==> src/rtl/es2cal_pkg.sv <==
// Constants and month table for the epoch seconds to calendar converter.
package es2cal_pkg;

  localparam int unsigned SecondsPerDay = 86400;
  localparam int unsigned SecondsPerHour = 3600;

  // Reciprocals: floor(x / d) = (x * M) >> K over the ranges used here.
  localparam logic [25:0] DayRecip = 26'd50903317;   // (secs >> 7) / 675, K = 35
  localparam logic [12:0] HourRecip = 13'd4661;      // (tod >> 4) / 225, K = 20
  localparam logic [16:0] WeekRecip = 17'd74899;     // x / 7, K = 19
  localparam logic [16:0] QuadRecip = 17'd91868;     // x / 1461, K = 27
  localparam logic [12:0] MinRecip = 13'd4370;       // x / 60, K = 18

  // Day count is rebased to 1968-01-01 so that each 1461-day block opens on a leap year.
  localparam logic [15:0] RebaseDays = 16'd731;
  // First day (from 1970) past 2100-02-28; 2100 is not a leap year.
  localparam logic [15:0] SkipDay2100 = 16'd47541;
  localparam logic [7:0] Year2100 = 8'd200;
  localparam logic [7:0] RebaseYear = 8'd68;

  // Zero-based day of year on which month m starts.
  function automatic logic [8:0] month_start(input logic leap, input logic [3:0] m);
    logic [8:0] base;
    logic [8:0] adj;
    case (m)
      4'd0:    base = 9'd0;
      4'd1:    base = 9'd31;
      4'd2:    base = 9'd59;
      4'd3:    base = 9'd90;
      4'd4:    base = 9'd120;
      4'd5:    base = 9'd151;
      4'd6:    base = 9'd181;
      4'd7:    base = 9'd212;
      4'd8:    base = 9'd243;
      4'd9:    base = 9'd273;
      4'd10:   base = 9'd304;
      4'd11:   base = 9'd334;
      default: base = 9'd0;
    endcase
    adj = (leap && (m >= 4'd2)) ? 9'd1 : 9'd0;
    return base + adj;
  endfunction

endpackage

==> src/rtl/epoch_seconds_to_calendar_core.sv <==
// Seven-stage pipelined converter from epoch seconds to UTC calendar fields.
// Throughput: one transaction per cycle; each stage holds while the one
//   after it is full and stalled, and bubbles collapse.
// Reset: rst (synchronous) clears every stage valid; payload registers keep
//   whatever they hold.
// Divisions by constants are reciprocal multiplies spread over the stages.
module epoch_seconds_to_calendar_core (
  input  logic        clk,
  input  logic        rst,
  input  logic        in_valid,
  output logic        in_stall,
  input  logic [31:0] epoch_seconds,
  output logic        out_valid,
  input  logic        out_stall,
  output logic [5:0]  second,
  output logic [5:0]  minute,
  output logic [4:0]  hour,
  output logic [2:0]  weekday,
  output logic [7:0]  years_since_1900,
  output logic [8:0]  day_of_year,
  output logic [3:0]  month,
  output logic [4:0]  day_of_month
);
  import es2cal_pkg::*;

  // Stage valids; out_valid is stage 7.
  logic v1, v2, v3, v4, v5, v6;
  logic rdy1, rdy2, rdy3, rdy4, rdy5, rdy6, rdy7;

  // A stage may load when empty or when its content moves on this cycle.
  assign rdy7 = !out_valid || !out_stall;
  assign rdy6 = !v6 || rdy7;
  assign rdy5 = !v5 || rdy6;
  assign rdy4 = !v4 || rdy5;
  assign rdy3 = !v3 || rdy4;
  assign rdy2 = !v2 || rdy3;
  assign rdy1 = !v1 || rdy2;
  assign in_stall = !rdy1;

  always_ff @(posedge clk) begin
    if (rst) begin
      v1 <= 1'b0;
      v2 <= 1'b0;
      v3 <= 1'b0;
      v4 <= 1'b0;
      v5 <= 1'b0;
      v6 <= 1'b0;
      out_valid <= 1'b0;
    end else begin
      if (rdy1) v1 <= in_valid;
      if (rdy2) v2 <= v1;
      if (rdy3) v3 <= v2;
      if (rdy4) v4 <= v3;
      if (rdy5) v5 <= v4;
      if (rdy6) v6 <= v5;
      if (rdy7) out_valid <= v6;
    end
  end

  // ---- Stage 1: day quotient product, 86400 = 128 * 675 ----
  logic [31:0] s1_secs;
  logic [50:0] s1_prod;

  always_ff @(posedge clk) begin
    if (rdy1) begin
      s1_secs <= epoch_seconds;
      s1_prod <= 51'(epoch_seconds[31:7]) * 51'(DayRecip);
    end
  end

  // ---- Stage 2: whole days and time of day ----
  logic [15:0] days_c;
  logic [31:0] day_secs_c;
  logic [15:0] s2_days;
  logic [16:0] s2_tod;

  assign days_c = s1_prod[50:35];
  assign day_secs_c = 32'(days_c) * 32'(SecondsPerDay);

  always_ff @(posedge clk) begin
    if (rdy2) begin
      s2_days <= days_c;
      s2_tod  <= 17'(s1_secs - day_secs_c);
    end
  end

  // ---- Stage 3: products for hour, weekday and four-year block ----
  // Past Feb 28 2100 one day is added so that 2100 looks like a leap year;
  // stage 6 takes it back out of the day of year.
  logic [15:0] dp_c;
  logic [16:0] wk_c;
  logic [15:0] s3_days;
  logic [16:0] s3_tod;
  logic [15:0] s3_dp;
  logic [25:0] s3_ph;
  logic [33:0] s3_pw;
  logic [32:0] s3_pq;

  assign dp_c = s2_days + RebaseDays + 16'(s2_days >= SkipDay2100);
  assign wk_c = 17'(s2_days) + 17'd4;

  always_ff @(posedge clk) begin
    if (rdy3) begin
      s3_days <= s2_days;
      s3_tod  <= s2_tod;
      s3_dp   <= dp_c;
      s3_ph   <= 26'(s2_tod[16:4]) * 26'(HourRecip);
      s3_pw   <= 34'(wk_c) * 34'(WeekRecip);
      s3_pq   <= 33'(dp_c) * 33'(QuadRecip);
    end
  end

  // ---- Stage 4: hour, seconds in hour, weekday, block and offset ----
  logic [4:0]  hour_c;
  logic [16:0] q7_c;
  logic [5:0]  q4_c;
  logic [16:0] wk4_c;
  logic [4:0]  s4_hour;
  logic [11:0] s4_remh;
  logic [2:0]  s4_wd;
  logic [5:0]  s4_q4;
  logic [10:0] s4_r;

  assign hour_c = s3_ph[24:20];
  assign q7_c = 17'(s3_pw[33:19]);
  assign q4_c = s3_pq[32:27];
  assign wk4_c = 17'(s3_days) + 17'd4;

  always_ff @(posedge clk) begin
    if (rdy4) begin
      s4_hour <= hour_c;
      s4_remh <= 12'(s3_tod - 17'(hour_c) * 17'(SecondsPerHour));
      s4_wd   <= 3'(wk4_c - q7_c * 17'd7);
      s4_q4   <= q4_c;
      s4_r    <= 11'(s3_dp - 16'(q4_c) * 16'd1461);
    end
  end

  // ---- Stage 5: minute, year within block, day of year ----
  logic [10:0] r2_c;
  logic [1:0]  yoff_c;
  logic [8:0]  doy_c;
  logic [24:0] pm_c;
  logic [4:0]  s5_hour;
  logic [11:0] s5_remh;
  logic [2:0]  s5_wd;
  logic [5:0]  s5_min;
  logic [7:0]  s5_year;
  logic [8:0]  s5_doy;
  logic        s5_leap;

  assign pm_c = 25'(s4_remh) * 25'(MinRecip);

  always_comb begin
    r2_c = s4_r - 11'd366;
    if (s4_r < 11'd366) begin
      yoff_c = 2'd0;
      doy_c = s4_r[8:0];
    end else if (r2_c < 11'd365) begin
      yoff_c = 2'd1;
      doy_c = r2_c[8:0];
    end else if (r2_c < 11'd730) begin
      yoff_c = 2'd2;
      doy_c = 9'(r2_c - 11'd365);
    end else begin
      yoff_c = 2'd3;
      doy_c = 9'(r2_c - 11'd730);
    end
  end

  always_ff @(posedge clk) begin
    if (rdy5) begin
      s5_hour <= s4_hour;
      s5_remh <= s4_remh;
      s5_wd   <= s4_wd;
      s5_min  <= pm_c[23:18];
      s5_year <= RebaseYear + {s4_q4, 2'b00} + 8'(yoff_c);
      s5_doy  <= doy_c;
      s5_leap <= (yoff_c == 2'd0);
    end
  end

  // ---- Stage 6: second, 2100 correction ----
  logic        y2100_c;
  logic [4:0]  s6_hour;
  logic [2:0]  s6_wd;
  logic [5:0]  s6_min;
  logic [5:0]  s6_sec;
  logic [7:0]  s6_year;
  logic [8:0]  s6_doy;
  logic        s6_leap;

  assign y2100_c = (s5_year == Year2100);

  always_ff @(posedge clk) begin
    if (rdy6) begin
      s6_hour <= s5_hour;
      s6_wd   <= s5_wd;
      s6_min  <= s5_min;
      s6_sec  <= 6'(s5_remh - 12'(s5_min) * 12'd60);
      s6_year <= s5_year;
      s6_doy  <= (y2100_c && s5_doy >= 9'd60) ? s5_doy - 9'd1 : s5_doy;
      s6_leap <= s5_leap && !y2100_c;
    end
  end

  // ---- Stage 7: month by parallel compare against month starts ----
  logic [3:0] mon_c;

  always_comb begin
    mon_c = 4'd0;
    for (int m = 1; m < 12; m++) begin
      if (s6_doy >= month_start(s6_leap, 4'(m))) mon_c = 4'(m);
    end
  end

  always_ff @(posedge clk) begin
    if (rdy7) begin
      second           <= s6_sec;
      minute           <= s6_min;
      hour             <= s6_hour;
      weekday          <= s6_wd;
      years_since_1900 <= s6_year;
      day_of_year      <= s6_doy;
      month            <= mon_c;
      day_of_month     <= 5'(s6_doy - month_start(s6_leap, mon_c) + 9'd1);
    end
  end

`ifndef SYNTHESIS
  // Time-of-day split must land in range.
  a_tod_range: assert property (@(posedge clk) disable iff (rst)
    out_valid |-> (second < 6'd60) && (minute < 6'd60) && (hour < 5'd24))
    else $error("time of day out of range");

  a_date_range: assert property (@(posedge clk) disable iff (rst)
    out_valid |-> (weekday < 3'd7) && (month < 4'd12) && (day_of_month != 5'd0))
    else $error("date field out of range");

  // A transaction taken at the input must show up at stage 1.
  a_stage1_fill: assert property (@(posedge clk) disable iff (rst)
    (in_valid && !in_stall) |=> v1)
    else $error("accepted transaction lost at stage 1");
`endif

endmodule

==> config.mk <==
export PLATFORM = sky130hd
export DESIGN_NAME = epoch_seconds_to_calendar_core
export DESIGN_NICKNAME = d
export VERILOG_FILES = /design/src/rtl/es2cal_pkg.sv /design/src/rtl/epoch_seconds_to_calendar_core.sv
export SDC_FILE = /design/constraint.sdc
export NUM_CORES = 2
export LEC_CHECK = 0
export BUFFER_PORTS_ARGS = -buffer_cell sky130_fd_sc_hd__buf_2
export CAP_MARGIN = 20
export CORE_ASPECT_RATIO = 0.8
export CORE_UTILIZATION = 53
export CTS_CLUSTER_DIAMETER = 40
export DETAILED_ROUTE_END_ITERATION = 6
export PLACE_DENSITY = 0.76
export SLEW_MARGIN = 10
export SYNTH_ARGS = -nofsm -noshare
export SYNTH_HDL_FRONTEND = slang
export SYNTH_SLANG_ARGS = --single-unit
==> constraint.sdc <==
create_clock -name clk -period 9.9 [get_ports clk]
set_input_delay 0 -clock clk [delete_from_list [all_inputs] [get_ports clk]]
set_output_delay 0 -clock clk [all_outputs]
set_load 0.01 [all_outputs]
== Yosys cells after proc, flatten, opt, wreduce, memory -nomap -nowiden ==
Memory sizes are Yosys's and may differ from the RTL's.
Index checks and enable logic that the tools add are counted.
W data, S select, Z words.

* Reductions and logical operators: 21
* Multipliers: 10
* Eq/ne operators: 1
* Add/subtract/negate cells: 28
* Multiplexer cells: 21
* Magnitude comparators: 17

{| class="wikitable"
|+ Operator list
! kind !! number
|-
| $ge A9 B9 Y1 || 10
|-
| $mul A25 B26 Y51 const B || 1
|-
| $mux W4 || 10
|-
| $add A8 B9 Y9 const A || 4
|-
| $mux W9 || 4
|-
| $mul A17 B17 Y34 const B || 1
|-
| $mul A16 B15 Y31 const B || 1
|-
| $mul A13 B13 Y25 const B || 1
|-
| $mul A12 B12 Y23 const B || 1
|-
| $lt A11 B9 Y1 const B || 2
|-
| $add A7 B9 Y9 const A || 2
|-
| $add A9 B9 Y9 const A || 2
|-
| $add A16 B3 Y17 const B || 1
|-
| $sub A17 B17 Y17 || 1
|-
| $add A16 B1 Y16 || 1
|-
| $add A16 B10 Y16 const B || 1
|-
| $ge A16 B16 Y1 const B || 1
|-
| $mul A16 B10 Y10 const B || 1
|-
| $mul A15 B3 Y3 const B || 1
|-
| $sub A12 B12 Y12 || 1
|-
| $lt A11 B10 Y1 const B || 1
|-
| $mul A6 B11 Y11 const B || 1
|-
| $sub A11 B11 Y11 || 1
|-
| $sub A11 B9 Y11 const B || 1
|-
| other kinds (26) || 47
|}

* Bits in registers: 383
* Input bits: 36
* Word-level logic and storage cells: 143
* Memories: 1
* Output and inout bits: 48
* Bits in read-only memories: 144

{| class="wikitable"
|+ Memory list
! name !! depth !! bits a word !! rd ports !! clocked after Yosys merged registers in !! write ports !! RTL line !! source
|-
| (no name shown) || 16 || 9 || 1 || 0 || 0 || es2cal_pkg.sv:25 || <nowiki>case (m)</nowiki>
|}

== Logic depth before layout (Yosys ltp) ==
* Word-level depth: 19
* Gate-level depth with buffers: 39
* Gate-level depth less buffers: 39

== Worst setup path before layout ==
OpenSTA, ideal clock, no wires.

* Kind: register to register
* Start point: reg s2_days[2]
* End point: reg s3_pq[32] (data pin)
* Data required time: 9,640 ps
* Arrival: 8,016 ps
* Clock period less this slack: 8,276 ps
* Setup slack: 1,624 ps
* Stages on the path, launching flop included: 36
* Setup time: 260 ps
* Buffers on the path: 0
* Path through: edfxtp_1 ha_1 o21ai_0 a21oi_1 nor2_1 nor2_1 o31a_1 o21ai_0 ha_1 ha_1 inv_1 a21oi_1 inv_1 o21ai_0 nand2_1 a21oi_1 xnor2_1 inv_1 fa_1 fa_1 fa_1 fa_1 inv_1 fa_1 inv_1 fa_1 inv_1 ha_1 a21o_1 a211o_1 a311oi_1 a211oi_1 o311ai_0 nand2b_1 a21oi_1 xnor2_1

* Cells in the longest elaborated chain, start to end: 3
* Elaborated cells on any way between the ends: 4
* Those cells by class: add/sub: 2; mul: 1; order compare: 1

{| class="wikitable"
|+ Ends and longest elaborated chain
! item !! RTL line !! source
|-
| start, declared || epoch_seconds_to_calendar_core.sv:74 || <nowiki>logic [15:0] s2_days;</nowiki>
|-
| start signal, assigned || epoch_seconds_to_calendar_core.sv:82 || <nowiki>s2_days <= days_c;</nowiki>
|-
| $add A16 B10 Y16 or $ge A16 B16 Y1 (tied branches) || epoch_seconds_to_calendar_core.sv:99 || <nowiki>assign dp_c = s2_days + RebaseDays + 16'(s2_days >= SkipDay2100);</nowiki>
|-
| $add A16 B1 Y16 * || epoch_seconds_to_calendar_core.sv:99 ||
|-
| named net dp_c[10] || epoch_seconds_to_calendar_core.sv:90 || <nowiki>logic [15:0] dp_c;</nowiki>
|-
| $mul A16 B15 Y31 * || epoch_seconds_to_calendar_core.sv:109 || <nowiki>s3_pq <= 33'(dp_c) * 33'(QuadRecip);</nowiki>
|-
| end signal, assigned || epoch_seconds_to_calendar_core.sv:109 ||
|-
| end, declared || epoch_seconds_to_calendar_core.sv:97 || <nowiki>logic [32:0] s3_pq;</nowiki>
|}

Mark *: on every way through the listed nets, which the timed path passes. The rest lies on a longest branch.
A chain may end at the register's enable or synchronous reset.

== Worst setup path after layout ==
Ends and elaborated chain as after synthesis.

==> results.cfg <==
[outcome]
outcome = finished, final reports clean

[die]
row_count = 81
initial_utilization_pct = 53.7
fp.dieArea_um2 = 63000
core-area_um2 = 61200
die_height_um = 225
io_pins = 84
die_x_um = 280

[timing]
tightest_slew_ns = 0.988
fin_crit_sh_pct = 92.2
fmax_mhz = 110
maxSlewViolCount = 0
fin_crit_ns = 9.13
rsz0062_at_grt = no
hold-worst-slack_ns = 0.215
finalHoldViolations = 0
clock_skew_ns = 0.0357
tns_ns = 0
setup_viol = 0
slew-limit-headroom_pct = 33.9

[global_route]
track_usage_pct = 20.9
grt_start_max_net_pins = 47
grt_pass1_wl_um = 105000
grt_overflow = 0
grt_pass1_vias = 21200
antenna_found_initial = 1

[yosys]
yosys-top-cells-count = 751 x ha_1, 743 x inv_1, 383 x fa_1
synthTopCellsByArea = ha_1 29%, edfxtp_1 24%, fa_1 23%
synthCells = 2914
muxShareOfSynthArea_pct = 0.126
synth_area_um2 = 32900
synthXorXnorAreaFrac_pct = 4.61
synth-edff-count = 265
synthSimpleGateAreaFrac_pct = 4.21
synth_area_leader_cell = ha_1
syn_nets = 4084
synth-compound-area-share_pct = 5.75
synth_top_cell_area_share_pct = 28.6
async_flop_share_pct = 0
synth_cell_types = 68
yosysMostFrequentCell = ha_1
yosys_warnings = 0
synthAdderAreaFrac_pct = 51.9
synth_top_family_by_area = adder cells
synth_seq_cells = 272
synth_ff_type = edfxtp_1
syn_area_per_cell_um2 = 11.3
ys_seq_area_share_pct = 24.6

[flow_run]
cap_violations = 0

[layout]
seqCellArea_um2 = 8100
fillers = 4913
layout-drive-gt1-share_pct = 5.56
syn2layout_area_growth_pct = 8.79
layout.nets = 4218
final_area_um2 = 35700
multi_input_area_um2 = 21900

[min_path]
hold_path_class = input port to flip-flop

[clocking]
cts_tree = yes
clk_pin_slew_ns = 0.06
numCtsBuffers = 35
htreeDepth = 2
clock_latency_ns = 0.55
clkSinkCount = 272
cts_root_buffer = clkbuf_16
cts_buffer_depth = 3
ctsResizeCount = 0

[routing]
dr.pass1.iters = 6
wire_per_inst_um = 15.8
via_per_inst = 5.12
drt_iter0_drc = 946
ant_nets = 0
routed_wl_um = 61800
num_vias = 20000
post-route-drc-count = 0

[place]
routabilityCongestion = 0.923
io_buffers = 83
place_area_um2 = 34300
dpl.hpwl_um = 51500

[critical_path]
endpoint_kind = flip-flop
cp-start-kind = flip-flop
required_ns = 10.19
crit_type = flip-flop to flip-flop
critPathArrivalTime_ns = 9.42
slowest_stage = fa_1
critPathMaxFanout = 9
max_stage_delay_ns = 0.65
==> routing by layer <==
| layer | GRT usage (%) | vias to the layer above | part of all wire [%] |
|---|---|---|---|
| li1 | - | 9825 | - |
| met1 | 29.8 | 9702 | 48 |
| met2 | 34.6 | 404 | 45 |
| met3 | 2.47 | 69 | 4.9 |
| met4 | 3.61 | 0 | 1.5 |
| met5 | 0 | - | 0 |
==> cells by family (layout without fill, tap and decap cells) <==
kind of cell | Yosys count | count (layout)
buffers and inverters | 759 | 920
and+or+nand+nor | 282 | 282
adders and majority gates | 1134 | 1134
other | 0 | 3
DFF | 272 | 272
muxes | 4 | 4
AOI/OAI and AO/OA | 290 | 290
xor gates and xnor gates | 173 | 173
==> flip-flops by register name, summed over array words and instances, names as in the netlist, 8 cells and up <==
name              flops
s1_secs              17
s2_tod               17
s1_prod              16
s2_days              16
s3_tod               12
s4_remh              12
s3_dp                11
s4_r                 11
day_of_year           9
s5_doy                9
s6_doy                9
s5_year               8
s6_year               8
years_since_1900      8
==> stage by stage <==
stage / std cells / setup WS, ns / utilization (%)
finish: 3908 / 0.769 / 58.4
floorplan: 2914 / 1.62 / -
detailed placement: 3819 / 0.810 / 56.0
CTS: 3904 / 0.745 / 58.3
global route: 3905 / 0.102 / 58.4
global placement: 3819 / 0.899 / 56.0
==> path summary, 6_finish.rpt <==
check / from / end / cells past startpoint / slack, ns
max: s2_days[2]$_DFFE_PP_ / s3_pq[32]$_DFFE_PP_ / 35 / 0.77
min: epoch_seconds[6] / s1_secs[6]$_DFFE_PN_ / 2 / 0.22
max reg2reg: s2_days[2]$_DFFE_PP_ / s3_pq[32]$_DFFE_PP_ / 35 / 0.77
min reg2reg: s6_year[1]$_DFFE_PP_ / years_since_1900[1]$_DFFE_PP_ / 0 / 0.41
==> cell type report <==
cell class / count / area share [%]
Multi-Input combinational cell: 1883 / 61.3
Antenna cell: 3 / 0.0210
Sequential cell: 272 / 22.7
Tap cell: 830 / 2.91
Inverter: 743 / 7.80
Clock inverter: 24 / 0.847
Timing Repair Buffer: 113 / 2.00
Clock buffer: 40 / 2.50
==> what timing repair did <==
item / 4_1_cts / 5_1_grt
hold buffers: 21 / 0
hold endpoints to repair: 24 / 0
setup buffers: 0 / 0
==> cells in the final DEF (no fill, tap or decap), types with 6 or more instances in the layout <==
cell type      instances
a211oi_1              12
a21boi_0               8
a21o_1                44
a21oi_1               92
and3_1                10
buf_2                 83
buf_4                  8
clkbuf_16             35
dfxtp_1                7
dlygate4sd3_1         21
edfxtp_1             265
fa_1                 383
ha_1                 751
inv_1                743
inv_6                  7
nand2_1               65
nand2b_1              10
nand3_1               29
nand4_1               17
nor2_1                77
nor2b_1                8
nor3_1                21
nor3b_1                6
nor4_1                 6
o21a_1                 7
o21ai_0               55
o21bai_1              15
o31a_1                 6
or3_1                  6
xnor2_1              114
xor2_1                59
==> critical path, delay by kind of cell, from the launching register on <==
family / cells / cell delay [ns]
adder cells (fa/ha/maj): 10 / 4.11
AO/OA/AOI/OAI: 13 / 2.82
buffers and inverters: 6 / 0.59
flip-flops: 1 / 0.53
XOR/XNOR: 2 / 0.47
AND/OR/NAND/NOR: 4 / 0.40
Power is left out: the tool's default activity adds up to more than one toggle a clock period on the data nets, which glitch-free logic cannot reach.
